--- src/design/dotted_ipv4_address_parser_defines.svh ---
// Assertion macros used by the dotted IPv4 parser back end
`ifndef DOTTED_IPV4_ADDRESS_PARSER_DEFINES_SVH
`define DOTTED_IPV4_ADDRESS_PARSER_DEFINES_SVH

// Same-cycle implication, checked out of reset
`define DIP_ASSERT_NOW(label, cond, conseq, msg) \
  label: assert property (@(posedge clk) disable iff (rst) (cond) |-> (conseq)) \
    else $error(msg);

// Next-cycle implication, checked out of reset
`define DIP_ASSERT_NEXT(label, cond, conseq, msg) \
  label: assert property (@(posedge clk) disable iff (rst) (cond) |=> (conseq)) \
    else $error(msg);

`endif

--- src/design/dip_pkg.sv ---
// Types and constants for the dotted IPv4 address parser
package dip_pkg;

  // default depth of the token queue between classifier and parser
  localparam int DIP_QUEUE_DEPTH = 2;

  // largest value the last part may hold after 1, 2 or 3 dotted parts
  localparam logic [31:0] LAST_MAX_1 = 32'h00ff_ffff;
  localparam logic [31:0] LAST_MAX_2 = 32'h0000_ffff;
  localparam logic [31:0] LAST_MAX_3 = 32'h0000_00ff;

  // byte classes produced by the front end
  typedef enum logic [2:0] {
    CLS_END,     // zero byte, terminates the string
    CLS_DIGIT,   // 0-9
    CLS_HEXLET,  // a-f / A-F
    CLS_X,       // x / X
    CLS_DOT,
    CLS_WS,      // space, tab, LF, VT, FF, CR
    CLS_OTHER
  } cls_t;

  typedef struct packed {
    cls_t       cls;
    logic [3:0] val;  // digit value for digits and hex letters
  } tok_t;

  typedef enum logic [2:0] {
    PH_START,  // expect first digit of a part
    PH_ZERO,   // leading zero seen
    PH_NUM,    // inside the digits of a part
    PH_TRAIL,  // trailing whitespace seen
    PH_FAIL
  } phase_t;

  typedef enum logic [1:0] {
    RAD_DEC,
    RAD_OCT,
    RAD_HEX
  } radix_t;

  // datapath actions chosen by the parser FSM
  typedef enum logic [2:0] {
    ACT_NONE,
    ACT_LOAD,    // first digit of a part
    ACT_DIGIT,   // accumulate a digit
    ACT_DOT,     // close a part
    ACT_FINISH,  // terminator after a well-formed string
    ACT_REJECT   // terminator after a bad string
  } act_t;

endpackage

--- src/design/dotted_ipv4_address_parser.sv ---
// Top level of the streaming dotted IPv4 address parser
//
// Input channel (in_valid/in_ready, ch): one byte of address text per
// transfer; a zero byte ends the string. Output channel (out_valid/
// out_ready, ok, address): one result per string, on its zero byte.
// ok is 1 when the text parsed as an address; address is 0 otherwise.
// Throughput: one byte per cycle, unless a terminator waits for room in
// the result register; each digit is accumulated by a shift-and-add.
// The zero byte is written into the token queue; the parser pops it and
// its result is registered in the output register, raising out_valid.
// A classifier turns bytes into tokens pushed into a QUEUE_DEPTH-entry
// queue; the parser pops them. If the receiver stalls, a finished result
// waits in the output register, the parser keeps consuming bytes until
// it reaches the next terminator, and the queue then fills and drops
// in_ready.
// Reset (rst, synchronous) empties the queue, clears out_valid and
// returns the parser to the start of an address string.
module dotted_ipv4_address_parser import dip_pkg::*; #(
  parameter int QUEUE_DEPTH = DIP_QUEUE_DEPTH
) (
  input  logic        clk,
  input  logic        rst,
  input  logic        in_valid,
  output logic        in_ready,
  input  logic [7:0]  ch,
  output logic        out_valid,
  input  logic        out_ready,
  output logic        ok,
  output logic [31:0] address
);

  logic q_full;
  logic q_nonempty;
  logic push;
  logic pop;
  tok_t push_tok;
  tok_t q_head;

  dip_front u_front (
    .in_valid (in_valid),
    .in_ready (in_ready),
    .ch       (ch),
    .q_full   (q_full),
    .push     (push),
    .push_tok (push_tok)
  );

  dip_queue #(
    .DEPTH (QUEUE_DEPTH)
  ) u_queue (
    .clk      (clk),
    .rst      (rst),
    .push     (push),
    .push_tok (push_tok),
    .pop      (pop),
    .full     (q_full),
    .nonempty (q_nonempty),
    .head     (q_head)
  );

  dip_back u_back (
    .clk        (clk),
    .rst        (rst),
    .q_nonempty (q_nonempty),
    .q_head     (q_head),
    .pop        (pop),
    .out_valid  (out_valid),
    .out_ready  (out_ready),
    .ok         (ok),
    .address    (address)
  );

endmodule

--- src/design/dip_front.sv ---
// Front end: accepts text bytes and classifies them into tokens
module dip_front import dip_pkg::*; (
  input  logic       in_valid,
  output logic       in_ready,
  input  logic [7:0] ch,
  input  logic       q_full,
  output logic       push,
  output tok_t       push_tok
);

  // accept whenever the queue has room
  assign in_ready = !q_full;
  assign push     = in_valid && !q_full;

  // byte classification
  always_comb begin
    push_tok.val = ch[3:0];
    if (ch == 8'h00) begin
      push_tok.cls = CLS_END;
    end else if (ch >= 8'h30 && ch <= 8'h39) begin
      push_tok.cls = CLS_DIGIT;
    end else if ((ch >= 8'h61 && ch <= 8'h66) || (ch >= 8'h41 && ch <= 8'h46)) begin
      push_tok.cls = CLS_HEXLET;
      push_tok.val = ch[3:0] + 4'd9;  // 'a'/'A' low nibble 1 -> 10
    end else if (ch == 8'h78 || ch == 8'h58) begin
      push_tok.cls = CLS_X;
    end else if (ch == 8'h2e) begin
      push_tok.cls = CLS_DOT;
    end else if (ch == 8'h20 || (ch >= 8'h09 && ch <= 8'h0d)) begin
      push_tok.cls = CLS_WS;
    end else begin
      push_tok.cls = CLS_OTHER;
    end
  end

endmodule

--- src/design/dip_queue.sv ---
// Small token queue between the classifier and the parser
module dip_queue import dip_pkg::*; #(
  parameter int DEPTH = DIP_QUEUE_DEPTH
) (
  input  logic clk,
  input  logic rst,
  input  logic push,
  input  tok_t push_tok,
  input  logic pop,
  output logic full,
  output logic nonempty,
  output tok_t head
);

  localparam int PTR_W = (DEPTH > 1) ? $clog2(DEPTH) : 1;
  localparam int CNT_W = $clog2(DEPTH + 1);
  localparam logic [PTR_W-1:0] LAST_PTR = PTR_W'(DEPTH - 1);
  localparam logic [CNT_W-1:0] FULL_CNT = CNT_W'(DEPTH);

  tok_t             mem [DEPTH];
  logic [PTR_W-1:0] wr_ptr;
  logic [PTR_W-1:0] rd_ptr;
  logic [CNT_W-1:0] count;

  assign full     = (count == FULL_CNT);
  assign nonempty = (count != '0);
  assign head     = mem[rd_ptr];

  // storage
  always_ff @(posedge clk) begin
    if (push) begin
      mem[wr_ptr] <= push_tok;
    end
  end

  // pointers and fill count
  always_ff @(posedge clk) begin
    if (rst) begin
      wr_ptr <= '0;
      rd_ptr <= '0;
      count  <= '0;
    end else begin
      if (push) begin
        wr_ptr <= (wr_ptr == LAST_PTR) ? '0 : wr_ptr + PTR_W'(1);
      end
      if (pop) begin
        rd_ptr <= (rd_ptr == LAST_PTR) ? '0 : rd_ptr + PTR_W'(1);
      end
      if (push && !pop) begin
        count <= count + CNT_W'(1);
      end else if (pop && !push) begin
        count <= count - CNT_W'(1);
      end
    end
  end

endmodule

--- src/design/dip_back.sv ---
// Back end: parser state machine, accumulator and result register
module dip_back import dip_pkg::*; (
  input  logic        clk,
  input  logic        rst,
  input  logic        q_nonempty,
  input  tok_t        q_head,
  output logic        pop,
  output logic        out_valid,
  input  logic        out_ready,
  output logic        ok,
  output logic [31:0] address
);

`include "dotted_ipv4_address_parser_defines.svh"

  phase_t      phase, phase_next;
  radix_t      radix, radix_next;
  act_t        act;
  logic [31:0] accum, accum_next;
  logic [1:0]  part_count, part_count_next;
  logic [7:0]  first_part, first_part_next;
  logic [15:0] second_part, second_part_next;
  logic [23:0] third_part, third_part_next;

  radix_t      radix_eff;
  logic        emit_en;
  logic        emit_ok;
  logic [31:0] emit_addr;
  logic [31:0] scaled;
  logic [31:0] merged;
  logic        too_big;

  // a terminator needs room in the result register; other tokens never wait
  assign pop = q_nonempty &&
               (q_head.cls != CLS_END || !out_valid || out_ready);

  // after a leading zero, anything but x/X continues as octal
  assign radix_eff = (phase == PH_ZERO) ? RAD_OCT : radix;

  // next state and action
  always_comb begin
    phase_next = phase;
    radix_next = radix;
    act        = ACT_NONE;
    if (pop) begin
      unique case (phase)
        PH_START: begin
          if (q_head.cls == CLS_END) begin
            act = ACT_REJECT;
          end else if (q_head.cls == CLS_DIGIT) begin
            act = ACT_LOAD;
            if (q_head.val == 4'd0) begin
              phase_next = PH_ZERO;
            end else begin
              radix_next = RAD_DEC;
              phase_next = PH_NUM;
            end
          end else begin
            phase_next = PH_FAIL;
          end
        end
        PH_ZERO, PH_NUM: begin
          if (phase == PH_ZERO && q_head.cls == CLS_X) begin
            radix_next = RAD_HEX;
            phase_next = PH_NUM;
          end else begin
            radix_next = radix_eff;
            phase_next = PH_NUM;
            case (q_head.cls)
              CLS_DIGIT: act = ACT_DIGIT;
              CLS_HEXLET: begin
                if (radix_eff == RAD_HEX) begin
                  act = ACT_DIGIT;
                end else begin
                  phase_next = PH_FAIL;
                end
              end
              CLS_DOT: begin
                if (part_count == 2'd3) begin
                  phase_next = PH_FAIL;
                end else begin
                  act        = ACT_DOT;
                  radix_next = RAD_DEC;
                  phase_next = PH_START;
                end
              end
              CLS_END: act = ACT_FINISH;
              CLS_WS:  phase_next = PH_TRAIL;
              default: phase_next = PH_FAIL;
            endcase
          end
        end
        PH_TRAIL: begin
          if (q_head.cls == CLS_END) begin
            act = ACT_FINISH;
          end
        end
        default: begin
          if (q_head.cls == CLS_END) begin
            act = ACT_REJECT;
          end
        end
      endcase
      // any result returns the parser to its reset state
      if (act == ACT_FINISH || act == ACT_REJECT) begin
        phase_next = PH_START;
        radix_next = RAD_DEC;
      end
    end
  end

  // accumulator scaling: x16, x8 or x10 as shifts and one add
  always_comb begin
    case (radix_eff)
      RAD_HEX: scaled = {accum[27:0], 4'b0};
      RAD_OCT: scaled = {accum[28:0], 3'b0};
      default: scaled = {accum[28:0], 3'b0} + {accum[30:0], 1'b0};
    endcase
  end

  // range check of the last part and merge with the stored parts
  always_comb begin
    case (part_count)
      2'd1: begin
        too_big = (accum > LAST_MAX_1);
        merged  = accum | {first_part, 24'b0};
      end
      2'd2: begin
        too_big = (accum > LAST_MAX_2);
        merged  = accum | {first_part, 24'b0} | {second_part, 16'b0};
      end
      2'd3: begin
        too_big = (accum > LAST_MAX_3);
        merged  = accum | {first_part, 24'b0} | {second_part, 16'b0}
                | {third_part, 8'b0};
      end
      default: begin
        too_big = 1'b0;
        merged  = accum;
      end
    endcase
  end

  // datapath next values and result
  always_comb begin
    accum_next       = accum;
    part_count_next  = part_count;
    first_part_next  = first_part;
    second_part_next = second_part;
    third_part_next  = third_part;
    emit_en          = 1'b0;
    emit_ok          = 1'b0;
    emit_addr        = '0;
    unique case (act)
      ACT_LOAD:  accum_next = {28'b0, q_head.val};
      ACT_DIGIT: accum_next = scaled + {28'b0, q_head.val};
      ACT_DOT: begin
        case (part_count)
          2'd0:    first_part_next  = accum[7:0];
          2'd1:    second_part_next = accum[15:0];
          default: third_part_next  = accum[23:0];
        endcase
        part_count_next = part_count + 2'd1;
        accum_next      = '0;
      end
      ACT_FINISH, ACT_REJECT: begin
        emit_en          = 1'b1;
        emit_ok          = (act == ACT_FINISH) && !too_big;
        emit_addr        = emit_ok ? merged : '0;
        accum_next       = '0;
        part_count_next  = '0;
        first_part_next  = '0;
        second_part_next = '0;
        third_part_next  = '0;
      end
      default: ;
    endcase
  end

  // parser state
  always_ff @(posedge clk) begin
    if (rst) begin
      phase       <= PH_START;
      radix       <= RAD_DEC;
      accum       <= '0;
      part_count  <= '0;
      first_part  <= '0;
      second_part <= '0;
      third_part  <= '0;
    end else begin
      phase       <= phase_next;
      radix       <= radix_next;
      accum       <= accum_next;
      part_count  <= part_count_next;
      first_part  <= first_part_next;
      second_part <= second_part_next;
      third_part  <= third_part_next;
    end
  end

  // result register
  always_ff @(posedge clk) begin
    if (rst) begin
      out_valid <= 1'b0;
    end else if (emit_en) begin
      out_valid <= 1'b1;
    end else if (out_ready) begin
      out_valid <= 1'b0;
    end
  end

  always_ff @(posedge clk) begin
    if (emit_en) begin
      ok      <= emit_ok;
      address <= emit_addr;
    end
  end

  `DIP_ASSERT_NOW(a_no_overwrite, emit_en, !out_valid || out_ready, "result overwritten")
  `DIP_ASSERT_NEXT(a_clear_after_emit, emit_en, phase == PH_START && part_count == 2'd0 && accum == 32'd0, "state not cleared after result")
  `DIP_ASSERT_NOW(a_fail_addr_zero, out_valid && !ok, address == 32'd0, "address nonzero on failure")
  `DIP_ASSERT_NOW(a_emit_only_on_end, emit_en, pop && q_head.cls == CLS_END, "result without terminator")

endmodule
--- config.mk ---
export PLATFORM = sky130hd
export DESIGN_NAME = dotted_ipv4_address_parser
export DESIGN_NICKNAME = d
export VERILOG_FILES = /design/src/design/dip_pkg.sv /design/src/design/dotted_ipv4_address_parser.sv /design/src/design/dip_front.sv /design/src/design/dip_queue.sv /design/src/design/dip_back.sv
export VERILOG_INCLUDE_DIRS = /design/src /design/src/design
export SDC_FILE = /design/constraint.sdc
export NUM_CORES = 1
export LEC_CHECK = 0
export ABC_AREA = 0
export BUFFER_PORTS_ARGS = -buffer_cell sky130_fd_sc_hd__buf_2
export CAP_MARGIN = 20
export CORE_MARGIN = 3
export CORE_UTILIZATION = 45
export CTS_CLUSTER_DIAMETER = 40
export CTS_CLUSTER_SIZE = 16
export DETAILED_ROUTE_END_ITERATION = 8
export SYNTH_ARGS = -nofsm -noshare
export SYNTH_HDL_FRONTEND = slang
export SYNTH_HIERARCHICAL = 1
export SYNTH_SLANG_ARGS = --single-unit
--- constraint.sdc ---
create_clock -name clk -period 6.3 [get_ports clk]
set_clock_uncertainty 0.1 [all_clocks]
set_input_delay 0.63 -clock clk [delete_from_list [all_inputs] [get_ports clk]]
set_output_delay 0.63 -clock clk [all_outputs]
set_load 0.02 [all_outputs]
# Word-level counts from Yosys, hierarchy flattened
# Memories as Yosys holds them, arrays and structs flattened. A register that Yosys moved wholly into a read port is not among the register bits.
# Index checks and enable logic that the tools add are counted.
# word_totals
reg_bits	125
ram_bits	14
wordCells	171
memories	1
# op_classes
add_sub_neg	8
magnitude_cmp	11
eq_ne	31
muxes	60
bitwise_logic	3
n_reduce_logical	44
# memory_table
name	depth	word_bits	rd	rd_clocked_by_memory_dff	wr	line_no	source
u_queue.mem	2	7	1	1	1	dip_queue.sv:20	tok_t mem [DEPTH];
# op_table
cell	n
$pmux W32 S3	2
$or A32 B32 Y32	3
$pmux W32 S2	1
$mux W3	16
$pmux W24 S2	1
$add A32 B32 Y32	1
$add A32 B4 Y32	1
$gt A32 B16 Y1 const B	1
$gt A32 B24 Y1 const B	1
$gt A32 B8 Y1 const B	1
$pmux W16 S2	1
$mux W2	15
$mux W24	1
$pmux W3 S4	2
$eq A3 B2 Y1 const B	6
$eq A3 B3 Y1 const B	6
$eq A8 B6 Y1 const B	2
$eq A8 B7 Y1 const B	2
$ge A8 B7 Y1 const B	2
$le A8 B7 Y1 const B	2
$mux W16	1
$pmux W8 S2	1
$mux W4	3
$logic_and A1 B1 Y1	10
other kinds (34)	75

# Depth between registers and ports, before layout
# logic_depth
ltp_word	13
depth_mapped	23
ltp_nobuf	17

# Hierarchy
# Netlist, hierarchy kept.
# by_module_without_submodules
mod	n_inst	cells_per_inst	area_per_inst_um2
dip_back	1	992	7967.6
dip_queue	1	44	714.4
dip_front	1	44	340.3

# Least setup slack after synthesis
# OpenSTA, ideal clock, no wires.
# synth_path
kind	reg2reg
startpoint	reg u_back.phase[1]
endpoint	reg u_back.accum[31]
setup_ps	84
t_arrival_ps	4627
required_time_ps	6116
setup_slack_ps	1488
stages_incl_launch_ff	24
cell_sequence	dfxtp_1 > nand2b_1 > nor2_1 > nor2_1 > inv_1 > ha_1 > buf_2 > buf_4 > buf_2 > buf_1 > clkbuf_1 > clkbuf_1 > and2_1 > ha_1 > fa_1 > a21oi_1 > nor2_1 > nand2_1 > nor2_1 > nand4b_4 > and4bb_4 > nand4_4 > o21a_1 > o31ai_2
# synth_via
elab_chain_cells	12
word_cells_on_any_way	25
cone_classes	1 x add/sub; 10 x eq/ne; 9 x mux; 5 x reduce/logical
# synth_lines
item	line_no	source
start, declared	dip_back.sv:16	phase_t phase, phase_next;
start signal, assigned	dip_back.sv:191	phase <= phase_next;
$eq A3 B1 Y1	dip_back.sv:38, dip_back.sv:46, dip_back.sv:63	
$mux W2	dip_back.sv:38	assign radix_eff = (phase == PH_ZERO) ? RAD_OCT : radix;
$eq A2 B2 Y1	dip_back.sv:72, dip_back.sv:114	
$mux W2	dip_back.sv:72	if (radix_eff == RAD_HEX) begin
$pmux W3 S4	dip_back.sv:69	case (q_head.cls)
$mux W3	dip_back.sv:63	if (phase == PH_ZERO && q_head.cls == CLS_X) begin
$pmux W3 S3	dip_back.sv:46	unique case (phase)
$mux W3 (2 in series)	dip_back.sv:45	if (pop) begin
$eq A3 B3 Y1 / $eq A3 B2 Y1 (equally long branches)	dip_back.sv:154	unique case (act)
$reduce_or A3 Y1 (no line)	n/a	
$pmux W32 S3 / $reduce_bool A3 Y1 (equally long branches)	n/a	
end signal, assigned	dip_back.sv:193	accum <= accum_next;
end, declared	dip_back.sv:19	logic [31:0] accum, accum_next;
# Parallel ways exist; a longest one is shown, timed or not. The select of a mux whose other input is x is not followed.
# A chain may end at the register's enable or synchronous reset.

# Worst setup path after layout
# Same ends and word-level chain as after synthesis.

==> flow_summary.toml <==
[synthesis]
synth.avg_cell_area_um2 = 8.35
synth_area_leader_cell = "dfxtp_1"
yosys.cell_count.top_type = "nand2_1"
yosys_register_bits = 140
syn_inst = 1080
synthArstFlopShare = 0
synth_area_um2 = 9020
synthTopCellsByCount = "nand2_1, a21oi_1, nor2_1"
seq_area_frac_synth = 0.363
yosysTopAreaCellShare = 0.206
ys_warn_count = 6
syn_nets = 1137
ys_types = 93
synthFlopType = "dfxtp_1"
synth_edf_count = 47
synth.area.top_cells = "dfxtp_1, edfxtp_1, a21oi_1, nand2_1, ha_1"

[worst_setup_path]
r2r_slack_ns = 1.87
crit_fanout = 65
arrival_ns = 4.66
path_class = "reg -> reg"
crit_path_end_kind = "flop"
crit_required_ns = 6.53
ff2ff_path_depth = 18
r2r-end = "u_back/accum[31]$_SDFFE_PP0P_"
reg2reg_from = "u_back/phase[1]$_SDFFE_PP0P_"
cp-startpoint = "u_back/phase[1]$_SDFFE_PP0P_"
start_kind = "flop"

[hold_path]
hold_path.class = "reg -> reg"
worstHoldPathCells = 2
whs_endpoint = "u_back/second_part[8]$_SDFFE_PP0P_"
min_from = "u_back/second_part[8]$_SDFFE_PP0P_"

[cts]
cts_tree = "built"
cts_buffer_depth = 2
h-tree-depth = 4
clkTransAtPathRegs_ns = 0.06
cts-buffers-inserted = 17
clk_latency_ns = 0.42
clockRootBuffer = "clkbuf_16"
cts_resized = 0
cts_setup_buffers = 0
cts_hold_buffers = 0
numClockSinks = 140

[routing]
wl_mm = 24.4
drc = 0
avgViaCountPerCell = 5.94
drt-initial-drc-count = 771
ant_nets = 0
wl_per_cell_um = 17.8
dr.pass1.iters = 5
dr_total_vias = 8161

[timing]
period_share = 0.702
hold_viol = 0
setup_viol = 0
holdWs_ns = 0.355
rsz0062_at_grt = "no"
setup_ws_ns = 1.87
drv_slew = 0
slew_headroom = 0.334
tns_ns = 0
max_freq_mhz = 226
fin_crit_ns = 4.43
worst_pin_slew_ns = 0.999

[status]
run_status = "completed"

[layout]
nFillCells = 1903
antennaDiodeCount = 0
multi_input_area_um2 = 5430
register_area_um2 = 3270
fin_nets = 1152
areaGrowthSynthToFinish_pct = 10.9
drive_gt1_frac = 0.120

[global_route]
gr-total-overflow = 0
grt_pass1_vias = 7743
grt_pass1_wl_mm = 40.2
grt_start_max_net_pins = 66
antenna_found_initial = 0
grt_usage = 0.225

[floorplan]
fp.dieW_um = 148
io_pins = 47
core_um2 = 19600
row_count = 51
die_h_um = 148
dieArea_um2 = 21800
start_util = 0.461

[power]
ir_drop_mv = 0.180
finalPower_uw = 2220
power_density_nw_per_um2 = 222
leakagePower_uw = 0.00365

[place]
pre_cts_ws_ns = 1.90
place_congestion = 0.858
hpwl_mm = 17.1
port_buffers = 46

[flow_run]
cap_violations = 0
## registers in the layout, indices dropped and copies added (netlist names), 3 cells and up, named ones only
| signal | flops |
|---|---|
| u_back/phase | 3 |
| u_queue/mem | 14 |
| u_back/third_part | 24 |
| u_back/address | 32 |
| u_back/first_part | 8 |
| u_back/accum | 32 |
| u_back/second_part | 16 |
## metrics by stage
| stage | cell area, um2 | cells | util |
|---|---|---|---|
| after floorplan | 9020 | 1080 | - |
| after CTS | 10000 | 1373 | 0.511 |
| final | 10000 | 1373 | 0.511 |
| after global placement | 9410 | 1341 | 0.480 |
| after global routing | 10000 | 1373 | 0.511 |
| after detailed placement | 9410 | 1341 | 0.480 |
## critical path: stages (launching register included)
cell and delay (ns):
dfxtp_1 0.41, nand2b_1 0.24, nor2_1 0.06, nor2_1 0.19
inv_1 0.07, ha_2 0.34, buf_4 0.54, and2_1 0.22
ha_1 0.18, fa_1 0.21, a21oi_1 0.07, nor2_1 0.16
nand2_1 0.07, nor2_1 0.37, nand4b_4 0.17, and4bb_4 0.44
nand4_4 0.12, o21a_1 0.21, o31ai_2 0.16
## how the worst max path moves through the flow
stage | endpoint | slack (ns) | depth (start not counted)
floorplan | u_back/accum[31]$_SDFFE_PP0P_ | 1.49 | 23
global placement | u_back/accum[31]$_SDFFE_PP0P_ | 2.01 | 18
detailed placement | u_back/accum[31]$_SDFFE_PP0P_ | 1.90 | 18
CTS | u_back/accum[31]$_SDFFE_PP0P_ | 1.88 | 18
global route | u_back/accum[31]$_SDFFE_PP0P_ | 1.42 | 18
finish | u_back/accum[31]$_SDFFE_PP0P_ | 1.87 | 18
## report_power, final
part	switching [uW]	leakage (uW)	total, uW	internal [uW]
logic	143	0.00214	232	88.9
registers	28.2	0.00122	993	965
clock network	395	0.000286	996	600
## cell usage in the layout (no fill, tap or decap), drive strengths merged, types with 13 or more instances in the layout
| cell | n |
|---|---|
| a21oi | 149 |
| nor3 | 15 |
| buf | 54 |
| ha | 43 |
| edfxtp | 47 |
| dfxtp | 93 |
| and2 | 14 |
| nand2b | 13 |
| a211oi | 13 |
| nand3 | 23 |
| xnor2 | 21 |
| o21ai | 49 |
| a22oi | 18 |
| inv | 27 |
| a221oi | 18 |
| nand2 | 153 |
| xor2 | 18 |
| nor2 | 123 |
| clkbuf | 18 |
## layer usage
layer | global-route usage | up-vias | part of all wire
li1 | - | 4011 | -
met1 | 0.315 | 3885 | 0.48
met2 | 0.362 | 230 | 0.45
met3 | 0.0337 | 35 | 0.045
met4 | 0.0671 | 0 | 0.020
met5 | 0 | - | 0
## cell type report
type | instances | area share
clock buffers | 18 | 0.0439
clock inverters | 14 | 0.0158
inverters | 22 | 0.00826
multi-input cells | 860 | 0.543
flip-flops and latches | 140 | 0.327
well taps | 265 | 0.0331
repair buffers | 54 | 0.0290
## kinds of logic (layout without fill, tap and decap cells)
group | Yosys count | count (layout) | share of synthesized area
adders and majority gates | 45 | 45 | 0.0641
xor gates and xnor gates | 39 | 39 | 0.0379
and+or+nand+nor | 419 | 419 | 0.229
muxes | 21 | 21 | 0.0247
buffers and inverters | 80 | 108 | 0.0367
AOI/OAI and AO/OA | 336 | 336 | 0.245
DFF | 140 | 140 | 0.363
Power figures use the tool's default switching activity.
